File: src/hw/rtl/bwm_pkg.sv
// Shared types and constants for the byte window match and range scanner.
// Used by bwm_eval and byte_window_match_range_scan; depends on nothing.
`default_nettype none

package bwm_pkg;

  // Default for the widest window in bytes.
  localparam int unsigned MAX_WINDOW_DEF = 8;

  // Widths fixed by the register map and the data words.
  localparam int unsigned CFG_IDX_W = 3;
  localparam int unsigned CFG_DATA_W = 64;
  localparam int unsigned WIDTH_W = 4;
  localparam int unsigned SKIP_W = 3;
  localparam int unsigned ADDR_W = 64;
  localparam int unsigned VALUE_W = 64;

  // Register indexes of the configuration port.
  typedef enum logic [CFG_IDX_W-1:0] {
    CFG_MODE         = 3'd0,
    CFG_WINDOW_WIDTH = 3'd1,
    CFG_KEY_OR_LOW   = 3'd2,
    CFG_UPPER_BOUND  = 3'd3,
    CFG_BASE_ADDRESS = 3'd4
  } cfg_index_t;

  // Scan mode.
  typedef enum logic {
    MODE_MATCH = 1'b0,
    MODE_RANGE = 1'b1
  } mode_t;

  // Compare settings handed to the evaluator.
  typedef struct packed {
    mode_t                    mode;
    logic [WIDTH_W-1:0]       window_width;
    logic signed [VALUE_W-1:0] key_or_low;
    logic signed [VALUE_W-1:0] upper_bound;
  } cmp_cfg_t;

  // Evaluator results for the current window.
  typedef struct packed {
    logic               key_equal;
    logic               in_range;
    logic [WIDTH_W-1:0] width_eff;
    logic [VALUE_W-1:0] window_value;
  } eval_t;

endpackage

`default_nettype wire

File: src/hw/rtl/byte_window_match_range_scan.sv
// Top level of the sliding window byte scanner: input register, window state,
// hit decision and result register. Depends on bwm_pkg and bwm_eval.
//
// Usage: bytes of a memory region enter on the s_axis channel in address
// order, one word per byte, with s_axis_tlast on the final byte of a region.
// Each word shifts into a window of window_width bytes. In match mode a window
// equal to the low bytes of key_or_low is reported and the next width-1
// positions are skipped; in range mode every window with value v, low <= v <
// high, is reported, with low and high the low bytes of key_or_low and
// upper_bound, all compared as signed 64-bit words. A hit leaves on m_axis as
// one word carrying the window's start address and its bytes. Throughput is
// one byte per cycle while m_axis does not stall. A byte passes the input
// register, then the result register; the window shift, masked compare and
// signed compares between them are combinational. When m_axis stalls, an
// empty input register still takes one more byte; after that s_axis_tready
// falls until the result word is taken. Reset (rst, synchronous) empties
// both registers, clears the window and sets the configuration defaults.
// Configuration writes must be made while the block is idle; the block does
// not enforce this. Writing base_address also restarts the address.
`default_nettype none

module byte_window_match_range_scan #(
  parameter int unsigned MAX_WINDOW = bwm_pkg::MAX_WINDOW_DEF
) (
  input  logic                              clk,
  input  logic                              rst,
  // Configuration write port.
  input  logic                              cfg_wr_en,
  input  logic [bwm_pkg::CFG_IDX_W-1:0]     cfg_index,
  input  logic [bwm_pkg::CFG_DATA_W-1:0]    cfg_data,
  // Byte stream in.
  input  logic                              s_axis_tvalid,
  output logic                              s_axis_tready,
  input  logic [7:0]                        s_axis_tdata,   // [7:0] data_byte
  input  logic                              s_axis_tlast,   // region_end
  // Hit words out.
  output logic                              m_axis_tvalid,
  input  logic                              m_axis_tready,
  output logic [2*bwm_pkg::VALUE_W-1:0]     m_axis_tdata    // [63:0] hit_address,
                                                            // [127:64] hit_bytes
);
  import bwm_pkg::*;

  localparam int unsigned WIN_BITS = 8 * MAX_WINDOW;
  localparam int unsigned FILL_W = $clog2(MAX_WINDOW + 1);
  localparam logic [FILL_W-1:0] FILL_MAX = FILL_W'(MAX_WINDOW);

  // Configuration registers.
  mode_t               mode;
  logic [WIDTH_W-1:0]  window_width;
  logic [VALUE_W-1:0]  key_or_low;
  logic [VALUE_W-1:0]  upper_bound;
  logic [ADDR_W-1:0]   base_address;

  // Input register.
  logic                in_valid;
  logic [7:0]          in_byte;
  logic                in_last;

  // Window state.
  logic [WIN_BITS-1:0] window_shift;
  logic [FILL_W-1:0]   fill_count;
  logic [SKIP_W-1:0]   skip_count;
  logic [ADDR_W-1:0]   byte_address;

  // Result register.
  logic                out_valid;
  logic [ADDR_W-1:0]   hit_address;
  logic [VALUE_W-1:0]  hit_bytes;

  logic                advance;
  logic [WIN_BITS-1:0] window_shift_next;
  logic [FILL_W-1:0]   fill_count_next;
  logic [SKIP_W-1:0]   skip_count_next;
  logic                tested;
  logic                hit;
  cmp_cfg_t            cmp_cfg;
  eval_t               eval;

  // Handshake: the input register moves on when the result slot is free.
  assign advance       = in_valid && (!out_valid || m_axis_tready);
  assign s_axis_tready = !in_valid || advance;
  assign m_axis_tvalid = out_valid;
  assign m_axis_tdata  = {hit_bytes, hit_address};

  // Configuration registers.
  always_ff @(posedge clk) begin
    if (rst) begin
      mode         <= MODE_MATCH;
      window_width <= WIDTH_W'(1);
      key_or_low   <= '0;
      upper_bound  <= '0;
      base_address <= '0;
    end else if (cfg_wr_en) begin
      case (cfg_index)
        CFG_MODE:         mode         <= mode_t'(cfg_data[0]);
        CFG_WINDOW_WIDTH: window_width <= cfg_data[WIDTH_W-1:0];
        CFG_KEY_OR_LOW:   key_or_low   <= cfg_data;
        CFG_UPPER_BOUND:  upper_bound  <= cfg_data;
        CFG_BASE_ADDRESS: base_address <= cfg_data;
        default: ;
      endcase
    end
  end

  // Input register.
  always_ff @(posedge clk) begin
    if (rst) begin
      in_valid <= 1'b0;
    end else if (s_axis_tready) begin
      in_valid <= s_axis_tvalid;
    end
  end

  always_ff @(posedge clk) begin
    if (s_axis_tready && s_axis_tvalid) begin
      in_byte <= s_axis_tdata;
      in_last <= s_axis_tlast;
    end
  end

  // Shift in the new byte and count the bytes held.
  always_comb begin
    window_shift_next = {in_byte, window_shift[WIN_BITS-1:8]};
    fill_count_next   = (fill_count < FILL_MAX) ? fill_count + FILL_W'(1) : fill_count;
  end

  assign cmp_cfg = '{mode:         mode,
                     window_width: window_width,
                     key_or_low:   key_or_low,
                     upper_bound:  upper_bound};

  bwm_eval #(
    .MAX_WINDOW (MAX_WINDOW)
  ) u_eval (
    .cfg          (cmp_cfg),
    .window_shift (window_shift_next),
    .result       (eval)
  );

  // Hit decision; matches do not overlap, so a hit arms the skip counter.
  always_comb begin
    tested          = (WIDTH_W'(fill_count_next) >= eval.width_eff);
    hit             = 1'b0;
    skip_count_next = skip_count;
    if (tested) begin
      if (mode == MODE_MATCH) begin
        if (skip_count != '0) begin
          skip_count_next = skip_count - SKIP_W'(1);
        end else if (eval.key_equal) begin
          hit             = 1'b1;
          skip_count_next = SKIP_W'(eval.width_eff - WIDTH_W'(1));
        end
      end else begin
        hit = eval.in_range;
      end
    end
  end

  // Window state; the region end clears it and restarts the address.
  always_ff @(posedge clk) begin
    if (rst) begin
      window_shift <= '0;
      fill_count   <= '0;
      skip_count   <= '0;
      byte_address <= '0;
    end else begin
      if (advance) begin
        if (in_last) begin
          window_shift <= '0;
          fill_count   <= '0;
          skip_count   <= '0;
          byte_address <= base_address;
        end else begin
          window_shift <= window_shift_next;
          fill_count   <= fill_count_next;
          skip_count   <= skip_count_next;
          byte_address <= byte_address + ADDR_W'(1);
        end
      end
      if (cfg_wr_en && cfg_index == CFG_BASE_ADDRESS) begin
        byte_address <= cfg_data;
      end
    end
  end

  // Result register.
  always_ff @(posedge clk) begin
    if (rst) begin
      out_valid <= 1'b0;
    end else if (advance) begin
      out_valid <= hit;
    end else if (m_axis_tready) begin
      out_valid <= 1'b0;
    end
  end

  always_ff @(posedge clk) begin
    if (advance && hit) begin
      hit_address <= byte_address - ADDR_W'(eval.width_eff - WIDTH_W'(1));
      hit_bytes   <= eval.window_value;
    end
  end

`ifndef SYNTHESIS
  // The fill count saturates at the widest window.
  assert property (@(posedge clk) disable iff (rst) fill_count <= FILL_MAX)
    else $error("fill count above the widest window");

  // A region end empties the window on the following cycle.
  assert property (@(posedge clk) disable iff (rst)
    advance && in_last |=> fill_count == '0 && skip_count == '0)
    else $error("window not cleared after region end");

  // A byte held in the input register is never dropped while stalled.
  assert property (@(posedge clk) disable iff (rst)
    in_valid && !advance |=> in_valid && $stable(in_byte) && $stable(in_last))
    else $error("stalled input byte lost");

  // A waiting result word is not overwritten by a new hit.
  assert property (@(posedge clk) disable iff (rst)
    out_valid && !m_axis_tready |-> !advance)
    else $error("result word overwritten while stalled");
`endif

endmodule

`default_nettype wire

File: src/hw/rtl/bwm_eval.sv
// Window evaluator: picks the active window bytes out of the shift line and
// compares them against the key or the range bounds. Depends on bwm_pkg.
`default_nettype none

module bwm_eval #(
  parameter int unsigned MAX_WINDOW = bwm_pkg::MAX_WINDOW_DEF
) (
  input  bwm_pkg::cmp_cfg_t       cfg,
  input  logic [8*MAX_WINDOW-1:0] window_shift,
  output bwm_pkg::eval_t          result
);
  import bwm_pkg::*;

  localparam logic [WIDTH_W-1:0] MAX_W = WIDTH_W'(MAX_WINDOW);

  logic [WIDTH_W-1:0] width_eff;
  logic [6:0]         drop_bits;
  logic [6:0]         keep_bits;
  logic [VALUE_W-1:0] shift_ext;
  logic [VALUE_W-1:0] window_value;
  logic [VALUE_W-1:0] byte_mask;
  logic [VALUE_W-1:0] low_cut;
  logic [VALUE_W-1:0] high_cut;

  // Width zero acts as one byte, widths past the maximum saturate.
  always_comb begin
    if (cfg.window_width == '0) begin
      width_eff = WIDTH_W'(1);
    end else if (cfg.window_width > MAX_W) begin
      width_eff = MAX_W;
    end else begin
      width_eff = cfg.window_width;
    end
  end

  // The newest byte sits on top, so the window is the top width_eff bytes.
  // A shift by the full 64 bits yields zero, which makes the all-ones mask.
  always_comb begin
    drop_bits    = 7'(8 * (int'(MAX_WINDOW) - int'(width_eff)));
    keep_bits    = 7'(8 * int'(width_eff));
    shift_ext    = VALUE_W'(window_shift);
    window_value = shift_ext >> drop_bits;
    byte_mask    = (VALUE_W'(1) << keep_bits) - VALUE_W'(1);
    low_cut      = cfg.key_or_low & byte_mask;
    high_cut     = cfg.upper_bound & byte_mask;
  end

  // Exact match and signed half-open range test.
  always_comb begin
    result.width_eff    = width_eff;
    result.window_value = window_value;
    result.key_equal    = (window_value == low_cut);
    result.in_range     = ($signed(window_value) >= $signed(low_cut)) &&
                          ($signed(window_value) < $signed(high_cut));
  end

endmodule

`default_nettype wire
File: config.mk
export PLATFORM = sky130hd
export DESIGN_NAME = byte_window_match_range_scan
export DESIGN_NICKNAME = d
export VERILOG_FILES = /design/src/hw/rtl/bwm_pkg.sv /design/src/hw/rtl/byte_window_match_range_scan.sv /design/src/hw/rtl/bwm_eval.sv
export SDC_FILE = /design/constraint.sdc
export NUM_CORES = 1
export LEC_CHECK = 0
export ABC_AREA = 1
export BUFFER_PORTS_ARGS = -buffer_cell sky130_fd_sc_hd__buf_2
export CORE_MARGIN = 2
export CORE_UTILIZATION = 50
export CTS_CLUSTER_DIAMETER = 40
export DETAILED_ROUTE_END_ITERATION = 16
export PLACE_DENSITY = 0.67
export SYNTH_ARGS = -nofsm -noshare
export SYNTH_HDL_FRONTEND = slang
export SYNTH_SLANG_ARGS = --single-unit
export TNS_END_PERCENT = 1
File: constraint.sdc
create_clock -name clk -period 18.84 [get_ports clk]
set_input_delay 2.826 -clock clk [delete_from_list [all_inputs] [get_ports clk]]
set_output_delay 2.826 -clock clk [all_outputs]
set_load 0.02 [all_outputs]
==> summary.md, run 1 <==
| Metric | Value |
|---|---|
| Outcome | `complete, no violations` |
| Gr ovfl total | `0` |
| Inst Count DP | `around 4400` |
| Hold-fix buffers, CTS | `0` |
| Max clock buf depth | `3` |
| Period Utilization, post-route | `42.18%` |
| Ports | `around 210` |
| Slew of the pin with the lowest slew margin | `about 1.2 ns` |
| Commonest cells in the netlist | `nand2_1, nor2_1, a21oi_1, dfxtp_1, inv_1` |
| Largest net degree at the start of global routing | `113` |
| CP endpoint kind | `flop` |
| Nets | `4111` |
| Synthesized area per cell | `7.499 µm²` |
| Register Area | `10640 µm²` |
| Static Leak | `0.01317 µW` |
| Total track usage | `between 20% and 30%` |
| FF-to-FF setup slack | `10.89 ns` |
| Synth Register Bits | `463` |
| Antenna violations before repair | `0` |
| Clock Skew | `0.02972 ns` |
| Final setup violation count | `0` |
| First-pass GRT wire length | `128000 µm` |
| Seq/Total Area, Yosys | `39.32%` |
| Initial DRC count | `2445` |
| Filler cells | `roughly 5100` |
| Gpl congestion | `0.9387` |
| Final wirelength | `82860 µm` |
| Kind of critical path | `reg2reg` |
| RSZ-0062 raised after global routing | `false` |
| Hold Violations, Final | `0` |
| Post-Syn Instances | `3609` |
| Main area contributors after synthesis | `dfxtp_1, edfxtp_1, nand2_1` |
| Deepest level of the CTS H-tree | `3` |
| Average routed wire per standard cell | `18.08 µm` |
| EDFF count, synth | `137` |
| DRT antenna net count | `0` |
| CTS clk-pin slew, worst paths | `0.06 ns` |
| Number of port buffers | `210` |
| Area Growth Syn to Fin | `16.11%` |
| Area share of the largest cell type after synthesis | `24.11%` |
| Skew-Pair Late Insertion Delay | `~0.62 ns` |
| Initial core utilization | `50.39%` |
| Post-synth top flop | `dfxtp_1` |
| Core ar. | `~54000 µm²` |
| # Post-CTS Setup Buffers | `0` |
| Vias in the first global route | `22880` |
| Ratio of cells with drive above 1 in the final layout | `a little under an eighth` |
| Most frequent CP cell | `nand3_1` |
| Post-DP HPWL | `60280 µm` |
| Area of the multi-input gates | `14850 µm²` |
| Async S/R FF share, synth | `0%` |
| Hold slack final | `0.4438 ns` |
| CTS root buf | `clkbuf_16` |
| Worst-case vdd ir drop | `~0.065 mV` |
| Final Slew Violations | `0` |
| Slew HR | `18.70%` |
| Die Wd | `236.7 µm` |
| FP Rows | `85` |
| Max-cap violations | `0` |
| Post-CTS sizing | `0` |
| Maximum clock frequency | `between 100 and 150 MHz` |
| Die Ht | `236.7 µm` |
| Power Density | `90.62 nW/µm²` |
| Diode count | `0` |
| Post-Syn Area | `27060 µm²` |
| Cell with the most instances after synthesis | `nand2_1` |
| Die ar. | `56000 µm²` |
| Slowest stage cell, crit path | `buf_4` |
| DR pass1 iterations | `6` |
| Via density | `roughly 5.5` |
| Setup_tns | `0 ns` |
| Synth area leader | `dfxtp_1` |
| Data required time of the critical path | `19.06 ns` |
| CP cell instances | `inv_2, nand2_2, buf_4, ha_2, buf_4, inv_1, buf_4, nand3_1, nand3_1, o21ai_0, ha_1, nand2_1, inv_1, nand3_1, nor3_1, nor3b_1, nand3_1, o21ai_0, nand3_1, inv_1, nand2_1, inv_4, buf_4` |
| Worst hold path type | `reg2reg` |
| DR DRC count | `0` |
| Overall power | `2847 µW` |
| Fin cells | `4582` |
| Startpoint types | `flop` |
| CP max stage delay | `between 0.7 and 0.8 ns` |
| Yosys cell types | `62` |
| CP max FO | `65` |
| Synth warn | `0` |
| Tmin final | `7.946 ns` |
| CTS tree | `done` |
| CP Data Arrival Time | `8.17 ns` |
| Vias | `25310` |
| Clock Sinks | `463` |
| Number of CTS-inserted buffers | `76` |
[layout make-up]
cell class,instances,area share (%)
Clock inverter,50,1.457
Inverter,328,3.930
Multi-Input combinational cell,2719,47.27
Sequential cell,463,33.86
Clock buffer,90,6.721
Timing Repair Buffer,236,3.986
Tap cell,696,2.771
[flip-flops by register name, summed over array words and instances, names as in the netlist, 3 cells and up]
name and flops:
hit_bytes 64, window_width 4, fill_count 4, byte_address 64
key_or_low 64, in_byte 8, base_address 64, hit_address 64
window_shift 56, upper_bound 64, skip_count 3
[routing by layer]
layer	vias up	share of wire [%]	global-route usage (%)	wire (µm)
met5	-	0	0	0
met4	0	2.4	7.557	1987
met3	139	9.1	6.692	7571
met2	975	44	44.40	36350
met1	11630	45	40.90	36950
li1	12570	-	-	-
[through the flow]
step           utilization [%]  worst slack [ns]  cell area, µm²
6_report                 58.51             10.89           31420
2_1_floorplan                -             11.44           27280
4_1_cts                  58.51             11.04           31420
3_5_place_dp             53.72             11.08           28850
5_1_grt                  58.51             10.40           31420
3_3_place_gp             53.72             11.26           28850
[placed cells by master, fill, tap and decap left out, types with 10 or more instances in the layout]
master	count
a211oi_1	11
a21oi_1	347
a31oi_1	87
buf_2	209
buf_4	26
clkbuf_16	82
clkinv_2	10
conb_1	60
dfxtp_1	326
edfxtp_1	137
ha_1	204
inv_1	317
inv_6	17
mux2i_1	10
nand2_1	844
nand3_1	98
nand4_1	30
nor2_1	377
nor2_4	10
nor3_1	47
nor4_1	18
o211ai_1	41
o21ai_0	298
o21ai_1	12
xnor2_1	42
xor2_1	84
[cell families (layout without fill, tap and decap cells)]
family / after synthesis / after routing / share of synthesized area (%)
DFF: 463 / 463 / 39.32
xor gates and xnor gates: 126 / 126 / 4.078
AOI/OAI and AO/OA: 854 / 854 / 17.36
buffers and inverters: 486 / 704 / 6.773
muxes: 10 / 10 / 0.3699
other: 1 / 60 / 0.01386
adders and majority gates: 206 / 206 / 9.552
and+or+nand+nor: 1463 / 1463 / 22.54
[final timing paths]
check	start	to	cells after the start
max	window_width[3]	hit_address[20]	23
min	upper_bound[1]	upper_bound[1]	2
max reg2reg	window_width[3]	hit_address[20]	23
min reg2reg	upper_bound[1]	upper_bound[1]	2
[worst max-delay path, delay by kind of cell, from the launching register on]
| family | cells | cell delay (ns) |
|---|---|---|
| adders and majority gates | 2 | 0.82 |
| AOI/OAI and AO/OA | 2 | 0.46 |
| buffers and inverters | 9 | 3.75 |
| and+or+nand+nor | 10 | 1.60 |
| DFF | 1 | 0.72 |
[report_power, final]
| group | switching, µW | internal [µW] | total [µW] |
|---|---|---|---|
| combinational | 256 | 121 | 377 |
| clock | 551 | 839 | 1390 |
| sequential | 23.5 | 1060 | 1080 |
(Power assumes the default switching activity.)
==> inputs of run 2 (changes only) <==
--- a/config.mk
+++ b/config.mk
@@ -5,13 +5,13 @@
 export SDC_FILE = /design/constraint.sdc
 export NUM_CORES = 1
 export LEC_CHECK = 0
-export ABC_AREA = 1
+export ABC_AREA = 0
 export BUFFER_PORTS_ARGS = -buffer_cell sky130_fd_sc_hd__buf_2
 export CORE_MARGIN = 2
 export CORE_UTILIZATION = 50
 export CTS_CLUSTER_DIAMETER = 40
 export DETAILED_ROUTE_END_ITERATION = 16
-export PLACE_DENSITY = 0.67
+export PLACE_DENSITY = 0.7
 export SYNTH_ARGS = -nofsm -noshare
 export SYNTH_HDL_FRONTEND = slang
 export SYNTH_SLANG_ARGS = --single-unit
==> constraint.sdc (replaced) <==
create_clock -name clk -period 6.85 [get_ports clk]
set_input_delay 1.0275 -clock clk [delete_from_list [all_inputs] [get_ports clk]]
set_output_delay 1.0275 -clock clk [all_outputs]
set_load 0.02 [all_outputs]
==> run 2 against run 1 <==
  * Clock skew shrank 0.015 ns
  * Via count grew 0.87%
  * Routed wire length grew 10%
  * Core utilization grew 1.0 points
  * Global-route usage grew 2.9 points
  * Fmax grew 27%
  * Total power grew to 2.8 times the previous value
  * Critical path depth shrank 2
  * First-iteration DRC count grew 12%
  * Synthesized cell count shrank 9.2%
  * Critical path type unchanged
  * Critical endpoint is now hit_address[53]
  * Largest cell class unchanged
  * Largest power group unchanged
==> summary.md, run 2 <==
| Metric | Value |
|---|---|
| Initial DRC count | `2728` |
| Setup WS pre-CTS | `0.7021 ns` |
| Data required time of the critical path | `7.12 ns` |
| Slew HR | `about 28%` |
| Final worst setup slack | `around 0.58 ns` |
| Initial core utilization | `approximately half` |
| Post-Syn Instances | `3277` |
| Hold Violations, Final | `0` |
| Nets | `approximately 3800` |
| Commonest cells in the netlist | `nand2_1, a21oi_1, dfxtp_1, nor2_1, ha_1` |
| Max-cap violations | `0` |
| Number of CTS-inserted buffers | `82` |
| Average routed wire per standard cell | `around 22 µm` |
| Tmin final | `6.269 ns` |
| Number of port buffers | `210` |
| Outcome | `complete, no violations` |
| Synth area leader | `dfxtp_1` |
| CP endpoint kind | `flop` |
| Worst path buffer plus inverter count | `3` |
| Hold-fix buffers, CTS | `0` |
| Most common cell after layout, fill and taps aside | `nand2_1` |
| Setup_tns | `0 ns` |
| XOR/XNOR share of the synthesized area | `between 2 and 2.5%` |
| Static Leak | `between 0.01 and 0.015 µW` |
| Ports | `approximately 210` |
| Max clock buf depth | `3` |
| DR pass1 iterations | `8` |
| Ratio of cells with drive above 1 in the final layout | `12.22%` |
| Seq/Total Area, Yosys | `39.83%` |
| Post-route cell area | `31350 µm²` |
| Post-synth top flop | `dfxtp_1` |
| Area Growth Syn to Fin | `17.38%` |
| Main area contributors after synthesis | `dfxtp_1, edfxtp_1, nand2_1` |
| DR DRC count | `0` |
| Deepest level of the CTS H-tree | `3` |
| Placed Area | `roughly 28000 µm²` |
| Largest net degree at the start of global routing | `approximately 160` |
| Crit-path leading delay family | `compound AO/OA/AOI/OAI gates` |
| Multiplexer share of the synthesized area | `2.839%` |
| Synth Register Bits | `around 460` |
| Final wirelength | `91250 µm` |
| EDFF count, synth | `137` |
| Post-Syn Area | `26710 µm²` |
| Post-DP HPWL | `66530 µm` |
| CTS clk-pin slew, worst paths | `~0.050 ns` |
| Yosys cell types | `81` |
| RSZ-0062 raised after global routing | `false` |
| Total track usage | `31.84%` |
| Clock Sinks | `approximately 460` |
| Post-synthesis adder-cell area fraction | `roughly a tenth` |
| Skew-Pair Late Insertion Delay | `0.64 ns` |
| Startpoint types | `flop` |
| Cell with the most instances after synthesis | `nand2_1` |
| Clock Skew | `0.01437 ns` |
| Filler cells | `~4600` |
| Compound-cell area share of the yosys netlist | `~20%` |
| CP Data Arrival Time | `around 6.5 ns` |
| Die Wd | `235.1 µm` |
| First-pass GRT wire length | `138100 µm` |
| Power Density | `257.7 nW/µm²` |
| CP max stage delay | `0.55 ns` |
| # Post-CTS Setup Buffers | `0` |
| CP max FO | `77` |
| Simple-gate area share of the yosys netlist | `21.85%` |
| Area share of the largest cell type after synthesis | `24.43%` |
| CTS root buf | `clkbuf_16` |
| Final setup violation count | `0` |
| Gpl congestion | `about 0.95` |
| Die Ht | `between 200 and 250 µm` |
| CP cell instances | `buf_4, inv_2, nand2_1, ha_1, ha_1, nand2_1, o21a_1, o21a_1, o21a_1, nand2_1, ha_1, a21o_1, a21o_1, a2111oi_0, nor4_1, or4b_1, o21ai_0, nand3_1, nor4b_1, o21a_4, buf_12` |
| Kind of critical path | `reg2reg` |
| Synthesized area per cell | `8.151 µm²` |
| Gr ovfl total | `0` |
| Fin util | `59.55%` |
| FP Rows | `84` |
| DRT antenna net count | `0` |
| Worst-case vdd ir drop | `0.2011 mV` |
| Slew of the pin with the lowest slew margin | `1.086 ns` |
| Vias in the first global route | `roughly 23000` |
| Largest family of logic cells by synthesized area | `simple AND/OR/NAND/NOR gates` |
| CTS tree | `done` |
| Synth warn | `0` |
| Final Slew Violations | `0` |
| Via density | `6.044` |
| Vias | `25530` |
| Maximum clock frequency | `between 150 and 200 MHz` |
| Core ar. | `52660 µm²` |
| Period Utilization, post-route | `91.52%` |
| Die ar. | `between 50000 and 60000 µm²` |
| Slowest stage cell, crit path | `or4b_1` |
| Worst hold path type | `reg2reg` |
| Async S/R FF share, synth | `0%` |
| Post-CTS sizing | `0` |
| Antenna violations before repair | `8` |
| Most frequent cells in the layout | `nand2_1, a21oi_1, dfxtp_1` |
## run 2: cells by family (layout without fill, tap and decap cells)
family | Yosys count | count (layout)
fa+ha+maj | 206 | 206
flops | 463 | 463
simple gates | 1318 | 1318
buf+inv | 247 | 445
compound gates | 899 | 899
other cells | 1 | 62
mux | 71 | 71
xor+xnor | 72 | 72
## run 2: area by class of cell
cell class                 instances  area [µm²]  share of cell area, %
antenna                            2       5.005                0.01596
clock buffer                      97        2276                  7.259
clock inverter                    56       629.4                  2.007
inverter                          45       168.9                 0.5387
multi-input combinational       2626       15410                  49.15
sequential                       463       10640                  33.94
tap                              688       860.8                  2.746
timing repair buffer             247        1364                  4.350
## run 2: per-stage QoR
stage / total power (µW) / instances / hold WS, ns
finish: 8079 / 4224 / 0.4521
floorplan: 3561 / 3336 / 0.4312
detailed placement: 3855 / 4069 / 0.4432
CTS: 8101 / 4222 / 0.4495
global route: 8335 / 4223 / 0.4648
global placement: 3842 / 4069 / 0.4379
## run 2: tightest hold or removal path, stage by stage, from the launching register on
cell and delay (ns):
dfxtp_1 0.30, nand2_1 0.05, a21oi_1 0.05
## run 2: final timing paths
path	endpoint	cells past startpoint	slack, ns	start
max	hit_address[53]	21	0.58	window_width[3]
min	base_address[37]	2	0.45	base_address[37]
max reg2reg	hit_address[53]	21	0.58	window_width[3]
min reg2reg	base_address[37]	2	0.45	base_address[37]
## run 2: per-layer routing
| layer | GRT usage [%] | part of all wire, % |
|---|---|---|
| met1 | 43.40 | 43 |
| met2 | 48.46 | 44 |
| met3 | 8.853 | 9.6 |
| met4 | 11.09 | 3.4 |
| met5 | 0 | 0.075 |
## run 2: power breakdown
group | total (µW) | internal [µW] | switching, µW | leakage, µW
Clock | 4250 | 2670 | 1580 | 0.00143
Combinational | 876 | 300 | 576 | 0.00760
Sequential | 2950 | 2890 | 61.8 | 0.00384
